File: config.mk
export PLATFORM = sky130hd
export DESIGN_NAME = word_to_ascii_radix_formatter
export DESIGN_NICKNAME = d
export VERILOG_FILES = /design/src/rtl/wafmt_pkg.sv /design/src/rtl/word_to_ascii_radix_formatter.sv /design/src/rtl/wafmt_dpath.sv /design/src/rtl/wafmt_ctrl.sv
export SDC_FILE = /design/constraint.sdc
export NUM_CORES = 1
export LEC_CHECK = 0
export BUFFER_PORTS_ARGS = -buffer_cell sky130_fd_sc_hd__buf_2
export CORE_ASPECT_RATIO = 1.2
export CORE_MARGIN = 5
export CORE_UTILIZATION = 30
export CTS_CLUSTER_SIZE = 24
export DETAILED_ROUTE_END_ITERATION = 8
export GPL_TIMING_DRIVEN = 0
export PLACE_DENSITY_LB_ADDON = 0.15
export SYNTH_ARGS = -nofsm -noshare
export SYNTH_HDL_FRONTEND = slang
export SYNTH_SLANG_ARGS = --single-unit
File: constraint.sdc
create_clock -name i_clk -period 9.5 [get_ports i_clk]
set_input_delay 1.9 -clock i_clk [delete_from_list [all_inputs] [get_ports i_clk]]
set_output_delay 1.9 -clock i_clk [all_outputs]
set_load 0.02 [all_outputs]
File: src/rtl/wafmt_pkg.sv
// ----------------------------------------------------------------------------
// wafmt_pkg: shared definitions of the word to ASCII radix formatter
// Widths, format codes, character constants, the byte swap function and the
// command and status groups between the controller and the datapath.
// ----------------------------------------------------------------------------
package wafmt_pkg;

    localparam int C_IN_BITS     = 32;
    localparam int C_WORD_BITS   = 32;
    localparam int C_EXT_BITS    = (C_WORD_BITS > C_IN_BITS) ? C_WORD_BITS : C_IN_BITS;
    localparam int C_NUM_BYTES   = C_WORD_BITS / 8;
    localparam int C_DEC_DIGITS  = (C_WORD_BITS * 30103) / 100000 + 1;
    localparam int C_BCD_BITS    = 4 * C_DEC_DIGITS;
    localparam int C_PAD_BITS    = 12 * ((C_WORD_BITS + 11) / 12);
    localparam int C_HEX_DIGITS  = C_PAD_BITS / 4;
    localparam int C_OCT_DIGITS  = C_PAD_BITS / 3;
    localparam int C_BIN_DIGITS  = C_PAD_BITS;
    localparam int C_CNT_BITS    = $clog2(C_PAD_BITS + 1);

    localparam logic [2:0] OP_SDEC = 3'd0;
    localparam logic [2:0] OP_UDEC = 3'd1;
    localparam logic [2:0] OP_HEX  = 3'd2;
    localparam logic [2:0] OP_OCT  = 3'd3;
    localparam logic [2:0] OP_BIN  = 3'd4;

    localparam logic [1:0] CH_ZERO  = 2'd0;
    localparam logic [1:0] CH_RADIX = 2'd1;
    localparam logic [1:0] CH_MINUS = 2'd2;
    localparam logic [1:0] CH_DIGIT = 2'd3;

    localparam logic [6:0] C_ASCII_ZERO  = 7'h30;
    localparam logic [6:0] C_ASCII_MINUS = 7'h2d;
    localparam logic [6:0] C_ASCII_X     = 7'h78;
    localparam logic [6:0] C_ASCII_O     = 7'h6f;
    localparam logic [6:0] C_ASCII_B     = 7'h62;
    localparam logic [6:0] C_ASCII_ALPHA = 7'h57;

    typedef struct packed {
        logic       load;
        logic       dabble;
        logic       emit;
        logic       last;
        logic       shift;
        logic [1:0] ch_sel;
        logic [2:0] op;
    } t_dp_cmd;

    typedef struct packed {
        logic out_free;
        logic digit_zero;
        logic neg;
    } t_dp_sts;

    function automatic logic [C_WORD_BITS-1:0] f_swap(input logic [C_WORD_BITS-1:0] v);
        logic [C_WORD_BITS-1:0] r;
        r = v;
        for (int k = 0; k < C_NUM_BYTES; k++) begin
            r[(C_NUM_BYTES-1-k)*8 +: 8] = v[k*8 +: 8];
        end
        return r;
    endfunction

endpackage

File: src/rtl/word_to_ascii_radix_formatter.sv
// ----------------------------------------------------------------------------
// word_to_ascii_radix_formatter: word to ASCII text in five radix formats
//
//   Channel   Direction  Signals                              Contents
//   s         in         i_s_tvalid/o_s_tready/i_s_tdata/user one word + format
//   m         out        o_m_tvalid/i_m_tready/o_m_tdata/last one character
//
// Decimal accepts the word, runs shift-and-add-3 conversion over all of
// its bits, then emits a minus sign if negative and the digits.
// Hex, octal and binary accept the word, emit a two-character prefix, then
// the digits of the padded word. All formats skip leading zero digits.
// Reset is synchronous and clears the controller and the output beat valid.
// A stalled output beat holds the controller's emitting states; the next
// word is taken once the last character sits in the output register.
// ----------------------------------------------------------------------------
module word_to_ascii_radix_formatter (
    input  logic                            i_clk,
    input  logic                            i_rst_n,
    input  logic                            i_s_tvalid,
    output logic                            o_s_tready,
    input  logic [wafmt_pkg::C_IN_BITS-1:0] i_s_tdata,   // [31:0] value_word
    input  logic [3:0]                      i_s_tuser,   // [2:0] op, [3] swap_bytes
    output logic                            o_m_tvalid,
    input  logic                            i_m_tready,
    output logic [7:0]                      o_m_tdata,   // [6:0] char_code, [7] zero
    output logic                            o_m_tlast    // last_char
);
    import wafmt_pkg::*;

    t_dp_cmd    cmd;
    t_dp_sts    sts;
    logic [6:0] char_code;

    wafmt_ctrl u_ctrl (
        .i_clk      (i_clk),
        .i_rst_n    (i_rst_n),
        .i_s_tvalid (i_s_tvalid),
        .o_s_tready (o_s_tready),
        .i_op       (i_s_tuser[2:0]),
        .i_sts      (sts),
        .o_cmd      (cmd)
    );

    wafmt_dpath u_dpath (
        .i_clk        (i_clk),
        .i_rst_n      (i_rst_n),
        .i_value_word (i_s_tdata),
        .i_swap_bytes (i_s_tuser[3]),
        .i_cmd        (cmd),
        .o_sts        (sts),
        .o_m_tvalid   (o_m_tvalid),
        .i_m_tready   (i_m_tready),
        .o_char_code  (char_code),
        .o_last_char  (o_m_tlast)
    );

    assign o_m_tdata = {1'b0, char_code};

endmodule

File: src/rtl/wafmt_dpath.sv
// ----------------------------------------------------------------------------
// wafmt_dpath: datapath of the word to ASCII radix formatter
// Holds the word, the shift-and-add-3 BCD converter, the digit shifter and
// the output register of the result stream.
// ----------------------------------------------------------------------------
module wafmt_dpath (
    input  logic                                 i_clk,
    input  logic                                 i_rst_n,
    input  logic [wafmt_pkg::C_IN_BITS-1:0]      i_value_word,
    input  logic                                 i_swap_bytes,
    input  wafmt_pkg::t_dp_cmd                   i_cmd,
    output wafmt_pkg::t_dp_sts                   o_sts,
    output logic                                 o_m_tvalid,
    input  logic                                 i_m_tready,
    output logic [6:0]                           o_char_code,
    output logic                                 o_last_char
);
    import wafmt_pkg::*;

    logic [C_PAD_BITS-1:0]  r_val;
    logic [C_PAD_BITS-1:0]  n_val;
    logic [C_BCD_BITS-1:0]  r_bcd;
    logic [C_BCD_BITS-1:0]  n_bcd;
    logic                   r_neg;
    logic                   r_out_valid;
    logic [6:0]             r_out_char;
    logic                   r_out_last;

    logic [C_EXT_BITS-1:0]  in_ext;
    logic [C_WORD_BITS-1:0] in_word;
    logic [C_WORD_BITS-1:0] swapped;
    logic [C_WORD_BITS-1:0] mag;
    logic                   load_neg;
    logic [C_BCD_BITS-1:0]  bcd_adj;
    logic [3:0]             digit;
    logic [6:0]             digit_char;
    logic [6:0]             radix_char;
    logic [6:0]             sel_char;

    always_comb begin
        in_ext   = C_EXT_BITS'(i_value_word);
        in_word  = in_ext[C_WORD_BITS-1:0];
        swapped  = i_swap_bytes ? f_swap(in_word) : in_word;
        load_neg = (i_cmd.op == OP_SDEC) && swapped[C_WORD_BITS-1];
        mag      = load_neg ? (~swapped + 1'b1) : swapped;
    end

    always_comb begin
        for (int d = 0; d < C_DEC_DIGITS; d++) begin
            bcd_adj[d*4 +: 4] = (r_bcd[d*4 +: 4] >= 4'd5) ? (r_bcd[d*4 +: 4] + 4'd3)
                                                          : r_bcd[d*4 +: 4];
        end
    end

    always_comb begin
        unique case (i_cmd.op)
            OP_HEX:  digit = r_val[C_PAD_BITS-1 -: 4];
            OP_OCT:  digit = {1'b0, r_val[C_PAD_BITS-1 -: 3]};
            OP_BIN:  digit = {3'b000, r_val[C_PAD_BITS-1]};
            default: digit = r_bcd[C_BCD_BITS-1 -: 4];
        endcase
        digit_char = (digit < 4'd10) ? (C_ASCII_ZERO + {3'b000, digit})
                                     : (C_ASCII_ALPHA + {3'b000, digit});
        unique case (i_cmd.op)
            OP_HEX:  radix_char = C_ASCII_X;
            OP_OCT:  radix_char = C_ASCII_O;
            default: radix_char = C_ASCII_B;
        endcase
        unique case (i_cmd.ch_sel)
            CH_ZERO:  sel_char = C_ASCII_ZERO;
            CH_RADIX: sel_char = radix_char;
            CH_MINUS: sel_char = C_ASCII_MINUS;
            default:  sel_char = digit_char;
        endcase
    end

    always_comb begin
        n_val = r_val;
        n_bcd = r_bcd;
        if (i_cmd.load) begin
            n_val = C_PAD_BITS'(mag);
            n_bcd = '0;
        end else if (i_cmd.dabble) begin
            n_bcd = {bcd_adj[C_BCD_BITS-2:0], r_val[C_WORD_BITS-1]};
            n_val = r_val << 1;
        end else if (i_cmd.shift) begin
            unique case (i_cmd.op)
                OP_HEX:  n_val = r_val << 4;
                OP_OCT:  n_val = r_val << 3;
                OP_BIN:  n_val = r_val << 1;
                default: n_bcd = r_bcd << 4;
            endcase
        end
    end

    always_ff @(posedge i_clk) begin
        r_val <= n_val;
        r_bcd <= n_bcd;
        if (i_cmd.load) begin
            r_neg <= load_neg;
        end
        if (i_cmd.emit) begin
            r_out_char <= sel_char;
            r_out_last <= i_cmd.last;
        end
    end

    always_ff @(posedge i_clk) begin
        if (!i_rst_n) begin
            r_out_valid <= 1'b0;
        end else if (i_cmd.emit) begin
            r_out_valid <= 1'b1;
        end else if (i_m_tready) begin
            r_out_valid <= 1'b0;
        end
    end

    assign o_sts.out_free   = !r_out_valid || i_m_tready;
    assign o_sts.digit_zero = (digit == 4'd0);
    assign o_sts.neg        = r_neg;
    assign o_m_tvalid       = r_out_valid;
    assign o_char_code      = r_out_char;
    assign o_last_char      = r_out_last;

endmodule

File: src/rtl/wafmt_ctrl.sv
// ----------------------------------------------------------------------------
// wafmt_ctrl: controller of the word to ASCII radix formatter
// Sequences prefix, conversion, sign and digit steps and suppresses leading
// zeros.
// ----------------------------------------------------------------------------
module wafmt_ctrl (
    input  logic                i_clk,
    input  logic                i_rst_n,
    input  logic                i_s_tvalid,
    output logic                o_s_tready,
    input  logic [2:0]          i_op,
    input  wafmt_pkg::t_dp_sts  i_sts,
    output wafmt_pkg::t_dp_cmd  o_cmd
);
    import wafmt_pkg::*;

    localparam logic [2:0] S_IDLE   = 3'd0;
    localparam logic [2:0] S_PRE0   = 3'd1;
    localparam logic [2:0] S_PRE1   = 3'd2;
    localparam logic [2:0] S_CONV   = 3'd3;
    localparam logic [2:0] S_SIGN   = 3'd4;
    localparam logic [2:0] S_DIGITS = 3'd5;

    logic [2:0]            r_state;
    logic [2:0]            n_state;
    logic [2:0]            r_op;
    logic [2:0]            n_op;
    logic [C_CNT_BITS-1:0] r_cnt;
    logic [C_CNT_BITS-1:0] n_cnt;
    logic                  r_started;
    logic                  n_started;
    logic                  cnt_last;

    assign cnt_last   = (r_cnt == C_CNT_BITS'(1));
    assign o_s_tready = (r_state == S_IDLE);

    always_comb begin
        n_state   = r_state;
        n_op      = r_op;
        n_cnt     = r_cnt;
        n_started = r_started;
        o_cmd        = '0;
        o_cmd.op     = r_op;
        o_cmd.ch_sel = CH_DIGIT;
        unique case (r_state)
            S_IDLE: begin
                o_cmd.op = i_op;
                if (i_s_tvalid) begin
                    n_op      = i_op;
                    n_started = 1'b0;
                    if (i_op == OP_SDEC || i_op == OP_UDEC) begin
                        o_cmd.load = 1'b1;
                        n_cnt      = C_CNT_BITS'(C_WORD_BITS);
                        n_state    = S_CONV;
                    end else if (i_op == OP_HEX || i_op == OP_OCT || i_op == OP_BIN) begin
                        o_cmd.load = 1'b1;
                        n_state    = S_PRE0;
                    end
                end
            end
            S_PRE0: begin
                if (i_sts.out_free) begin
                    o_cmd.emit   = 1'b1;
                    o_cmd.ch_sel = CH_ZERO;
                    n_state      = S_PRE1;
                end
            end
            S_PRE1: begin
                if (i_sts.out_free) begin
                    o_cmd.emit   = 1'b1;
                    o_cmd.ch_sel = CH_RADIX;
                    unique case (r_op)
                        OP_HEX:  n_cnt = C_CNT_BITS'(C_HEX_DIGITS);
                        OP_OCT:  n_cnt = C_CNT_BITS'(C_OCT_DIGITS);
                        default: n_cnt = C_CNT_BITS'(C_BIN_DIGITS);
                    endcase
                    n_state = S_DIGITS;
                end
            end
            S_CONV: begin
                o_cmd.dabble = 1'b1;
                n_cnt        = r_cnt - 1'b1;
                if (cnt_last) begin
                    n_cnt   = C_CNT_BITS'(C_DEC_DIGITS);
                    n_state = i_sts.neg ? S_SIGN : S_DIGITS;
                end
            end
            S_SIGN: begin
                if (i_sts.out_free) begin
                    o_cmd.emit   = 1'b1;
                    o_cmd.ch_sel = CH_MINUS;
                    n_state      = S_DIGITS;
                end
            end
            S_DIGITS: begin
                if (i_sts.digit_zero && !r_started && !cnt_last) begin
                    o_cmd.shift = 1'b1;
                    n_cnt       = r_cnt - 1'b1;
                end else if (i_sts.out_free) begin
                    o_cmd.emit  = 1'b1;
                    o_cmd.last  = cnt_last;
                    o_cmd.shift = 1'b1;
                    n_cnt       = r_cnt - 1'b1;
                    n_started   = 1'b1;
                    if (cnt_last) begin
                        n_state = S_IDLE;
                    end
                end
            end
            default: begin
                n_state = S_IDLE;
            end
        endcase
    end

    always_ff @(posedge i_clk) begin
        if (!i_rst_n) begin
            r_state   <= S_IDLE;
            r_op      <= OP_SDEC;
            r_cnt     <= '0;
            r_started <= 1'b0;
        end else begin
            r_state   <= n_state;
            r_op      <= n_op;
            r_cnt     <= n_cnt;
            r_started <= n_started;
        end
    end

endmodule
* Yosys cells after proc, flatten, opt, wreduce, memory -nomap -nowiden
Cells that the tools add are included.
** Storage, ports and cells
- Bits in registers :: 99
- Input bits :: 40
- Output and inout bits :: 11
** Operators by class
- Add/subtract/negate cells :: 14
- Order comparisons :: 11
- Equality and inequality tests :: 29
- Muxes and demuxes :: 64
- Bitwise operators :: 3
- Reduce and logical (&&, ||, !) cells :: 33
** Operators with widths (count)
- two-way mux 40 bit :: 3
- one-hot mux 36 bit (3 select lines) :: 1
- two-way mux 32 bit :: 3
- two-way mux 36 bit :: 2
- >= comparator 4 x 3 -> 1 bit (second input constant) :: 10
- adder 4 x 2 -> 4 bit (second input constant) :: 9
- two-way mux 3 bit :: 12
- two-way mux 4 bit :: 9
- two-way mux 6 bit :: 6
- adder 32 x 1 -> 32 bit (second input constant) :: 1
- NOT 32 bit :: 1
- equality test 3 x 2 -> 1 bit (second input constant) :: 8
- one-hot mux 6 bit (4 select lines) :: 1
- one-hot mux 7 bit (3 select lines) :: 1
- two-way mux 1 bit :: 15
- one-hot mux 3 bit (5 select lines) :: 1
- equality test 3 bit (second input constant) :: 4
- one-hot mux 4 bit (3 select lines) :: 1
- one-hot mux 6 bit (2 select lines) :: 1
- inequality test 2 x 1 -> 1 bit (second input constant) :: 5
- inequality test 2 bit (second input constant) :: 5
- one-hot mux 5 bit (2 select lines) :: 1
- logical NOT 3 bit :: 3
- OR reduction 3 bit :: 3
- other kinds (30) :: 48

* Logic depth before layout (Yosys ltp)
- Word-level depth :: 12
- Gate-level depth with buffers :: 14

* Cells and area by module
Synthesis repeated with hierarchy kept, for this count alone.
** Unflattened totals
- Cell total of the unflattened synthesis :: 971
- Area, all modules :: 7813.7 sq um
** By module, submodules not included
- wafmt_dpath :: instances 1, cells each 829, area an instance 6772.7 sq um
- wafmt_ctrl :: instances 1, cells each 140, area an instance 1029.7 sq um
- word_to_ascii_radix_formatter :: instances 1, cells each 2, area an instance 11.3 sq um

* Worst setup path after synthesis
OpenSTA, ideal clock, no wires.
- Path type :: input-to-reg
- From :: input port i_s_tuser[3]
- To :: register u_dpath.r_val[24] (data pin)
- Data arrival time :: 4.864 ns
- Slack :: 4.371 ns
- Stages on the path :: 13
- Path through :: buf_2 > buf_2 > buf_2 > buf_2 > buf_2 > mux2i_1 > ha_1 > o221ai_1 > nor4b_4 > nand3_1 > o31ai_1 > xor2_1 > o21ai_1
** On the way
- Cells in the longest elaborated chain, start to end :: 5
- Elaborated cells on any way between the ends :: 6
- Classes of those cells :: add/sub (1); mux (3); bitwise (1); reduce/logical (1)
** Ends and longest elaborated chain
- from (decl) :: line word_to_ascii_radix_formatter.sv:22 : input logic [3:0] i_s_tuser,
- two-way mux 32 bit (*) :: line wafmt_dpath.sv:43 : swapped = i_swap_bytes ? f_swap(in_word) : in_word;
- NOT 32 bit :: line wafmt_dpath.sv:45 : mag = load_neg ? (~swapped + 1'b1) : swapped;
- adder 32 x 1 -> 32 bit :: line wafmt_dpath.sv:45
- two-way mux 32 bit (*) :: line wafmt_dpath.sv:45
- two-way mux 32 bit (*) :: line wafmt_dpath.sv:80 : if (i_cmd.load) begin
- via u_dpath.n_val[24] :: line wafmt_dpath.sv:21 : logic [C_PAD_BITS-1:0] n_val;
- to (signal assigned) :: line wafmt_dpath.sv:97 : r_val <= n_val;
- to (decl) :: line wafmt_dpath.sv:20 : logic [C_PAD_BITS-1:0] r_val;
Mark *: on every way through the listed nets, which the timed path passes. The rest lies on a longest branch.
A chain may end at the register's enable or synchronous reset.

* Worst setup path in the final report
Ends and elaborated chain as after synthesis.

==> qor.log <==
[global_routing] vias in the first global route 6998
[synthesis] largest family of logic cells by synthesized area compound AO/OA/AOI/OAI gates
[cts] cts bufs inserted 9
[synthesis] #FFs+latches synth 99
[synthesis] simple-gate share of the synthesized area 16.1%
[floorplanning] DIE AREA 28700 um^2
[sta] PnR worst setup slack 3670 ps
[critical_path] Critical Setup Path Class input pin to register
[placement] detailed placement HPWL 18000 um
[synthesis] xor/xnor share of the synthesized area 4.02%
[run] Max Cap Viol 0
[sta] final worst-path cycle share 61.4%
[global_routing] largest net degree at the start of global routing 33
[finish] flip-flop and latch area 2390 um^2
[power] power spent charging and discharging nets 1070 uW
[cts] number of resized instances in the post-cts repair step 0
[route] drt first-iter violations 443
[floorplanning] initial cell density of the core 30.1%
[power] share of total power in sequential cells 32.7%
[cts] number of buffers added to fix hold violations after cts 0
[placement] number of placed instances, taps included 1264
[synthesis] post-synthesis adder-cell area fraction 4.11%
[route] detailed-route via count 7005
[power] total leakage power 0.00313 uW
[cts] CTS Root Buffer Type clkbuf_16
[synthesis] Cells after Synth 886
[floorplanning] core box area 25300 um^2
[placement] worst setup slack after placement 3260 ps
[sta] post-route setup TNS 0 ps
[global_routing] global-route wire length before repair 38400 um
[power] maximum VDD drop 0.0786 mV
[finish] area delta synth->final 12.3%
[sta] minimum clock period after layout 5830 ps
[synthesis] net count after synthesis 951
[synthesis] complex-gate fraction of the synthesized area 27.2%
[cts] clk sink count 99
[power] Internal Power 1320 uW
[finish] Final nets 1010
[finish] fraction of final layout cells with drive strength greater than 1 11.8%
[sta] worst slew margin relative to its limit 41.3%
[power] switching share of power 44.8%
[power] Clk pwr share 15.8%
[synthesis] yosys synthesis warning count 0
[global_routing] leftover overflow at the end of global routing 0
[status] result of the run finished clean
[synthesis] fraction of synthesized cell area taken by the top area cell type 16.2%
[critical_path] Startpoint Class input pin
[power] power share of the combinational group 51.5%
[synthesis] synth cell count leaders a21oi_1 (78), mux2i_1 (78), o21ai_0 (65)
[synthesis] most instantiated flip-flop cell in the synthesis netlist dfxtp_1
[min_path] worst hold path class register to register
[sta] Final Hold Viols 0
[finish] number of cells in the finished layout apart from fillers 1279
[synthesis] fraction of the yosys area taken by sequential cells 31.4%
[cts] Setup Fix Bufs, Post-CTS 0
[cts] clock tree from TritonCTS done
[route] wirelength, routed 24000 um
[cts] maximum buffer depth of the clock tree 2
[sta] transition at the pin with the smallest max-transition slack 880 ps
[floorplanning] die height 185 um
[sta] number of max-slew violations in the final report 0
[cts] H-tree depth 3
[floorplanning] x dimension of the die 155 um
[synthesis] cell taking the most area after synthesis edfxtp_1
[critical_path] CP Capture Type register
[sta] worst clock skew on the final layout 7.28 ps
[synthesis] post-synth design cell area 7620 um^2
[sta] number of failing setup endpoints in the final timing report 0
[critical_path] Critical Path Fanout Max 10
[route] Antenna Violating Nets Remaining 0
[synthesis] Area contributors post-synth edfxtp_1 (16%), dfxtp_1 (15%), mux2i_1 (10%)
[route] detail-routed via count per cell 5.48
[finish] number of filler cells placed in the layout 2758
[placement] number of port buffers 48
[finish] area occupied by multi-input gates 4860 um^2
[synthesis] number of distinct library cells after synthesis 75
[finish] antenna diode instance count 0
[cts] clock latency at the later pin of the worst-skew pair 370 ps
[global_routing] GRT Resource Usage Total 16.7%
[sta] RSZ-0062 raised after global routing false
[placement] weighted congestion at the end of routability-driven global placement 0.822
[floorplanning] Top-Level Pins 51
[route] wire per inst 18.8 um
[route] number of detailed-routing iterations run before antenna repair 6
[synthesis] ys async rst share 0%
[critical_path] Arrival @ worst endpoint 5930 ps
[critical_path] required time of the worst setup path 9600 ps
[global_routing] initial antenna violation count 0
[synthesis] post-synthesis area per instance 8.60 um^2
[sta] maximum clock frequency 172 MHz
[floorplanning] Row Count 64
[cts] clock-pin transition on the worst setup and hold timing paths 70 ps
[synthesis] fraction of synthesized area in multiplexers 12.3%
[power] power density over the cells 280 nW/um^2
[route] DRC 0
[synthesis] number of synthesized flops with an enable pin 41
## metal layers
metal | global-route usage (%) | up-vias | routed length, um
met5 | 0 | - | 0
met4 | 6.41 | 0 | 592
met3 | 1.41 | 28 | 648
met2 | 29.8 | 133 | 11800
met1 | 20.9 | 3371 | 10900
li1 | - | 3473 | -
## state kept, by name, indices dropped and copies added, names as in the netlist
name                 count
u_ctrl.r_op              3
u_ctrl.r_started         1
u_ctrl.r_state           3
u_dpath.r_bcd           40
u_dpath.o_char_code      7
u_ctrl.r_cnt             6
u_dpath.o_last_char      1
u_dpath.r_val           36
u_dpath.r_neg            1
u_dpath.o_m_tvalid       1
## power groups by stage
stage,clock network [uW],registers (uW),logic [uW]
6_report,377,783,1230
5_1_grt,400,804,1380
4_1_cts,386,783,1240
3_5_place_dp,0,792,1230
3_3_place_gp,0,792,1230
2_1_floorplan,0,769,902
## cells in the final DEF (no fill, tap or decap), types with 11 or more instances in the layout
cell type | synthesis | layout
xor2_1 | 14 | 14
a221oi_1 | 19 | 19
buf_2 | 10 | 58
xnor2_1 | 21 | 21
a22oi_1 | 19 | 19
a21oi_1 | 78 | 78
a211oi_1 | 33 | 33
inv_1 | 32 | 32
dfxtp_1 | 58 | 58
mux2i_1 | 78 | 78
nor2_1 | 62 | 62
nor3_1 | 32 | 32
o21ai_1 | 11 | 11
o21ai_0 | 65 | 65
nor3b_1 | 14 | 14
nand2_1 | 58 | 57
clkbuf_1 | 38 | 39
ha_1 | 25 | 25
edfxtp_1 | 41 | 41
nand2b_1 | 24 | 24
## kinds of logic (layout without fill, tap and decap cells)
| group | count (synthesis) | in the layout |
|---|---|---|
| compound gates | 308 | 308 |
| simple gates | 237 | 237 |
| flops | 99 | 99 |
| mux | 91 | 91 |
| buf+inv | 89 | 152 |
| xor+xnor | 35 | 35 |
| fa+ha+maj | 25 | 25 |
| other cells | 2 | 2 |
## critical path, cell delays in order
cell      delay [ps]
buf_2            120
buf_2            250
buf_2            310
buf_2            320
buf_2            300
buf_2            380
mux2i_1          320
ha_1             240
o221ai_1         280
nor4b_4          480
nand3_1          330
o31ai_1          340
xor2_1           270
o21ai_1           80
## path summary, 6_finish.rpt
| path | startpoint | endpoint | slack, ps | cells past startpoint |
|---|---|---|---|---|
| setup / recovery | i_s_tuser[3] | u_dpath.r_val[24] | 3670 | 14 |
| hold / removal | u_ctrl.r_started | u_ctrl.r_started | 470 | 2 |
| setup reg to reg | u_ctrl.r_state[2] | u_dpath.r_val[0] | 5120 | 12 |
| hold reg to reg | u_ctrl.r_started | u_ctrl.r_started | 470 | 2 |
## stage by stage
step	total power (uW)	instance area [um^2]	util [%]	hold slack, ps
after CTS	2410	8550	33.8	469
after detailed placement	2030	8270	32.7	458
after global placement	2020	8270	32.7	461
after floorplan	1670	7620	-	437
after global routing	2580	8560	33.8	491
final	2390	8560	33.8	467
## area by class of cell
class / instances / share of cell area, %
plain buffers: 56 / 2.84
clock buffers: 10 / 2.68
clock inverters: 5 / 0.643
inverters: 33 / 1.45
multi-input cells: 698 / 56.8
flip-flops and latches: 99 / 28.0
well taps: 330 / 4.83
repair buffers: 48 / 2.81
No activity file was read; power rests on OpenSTA's default activity.
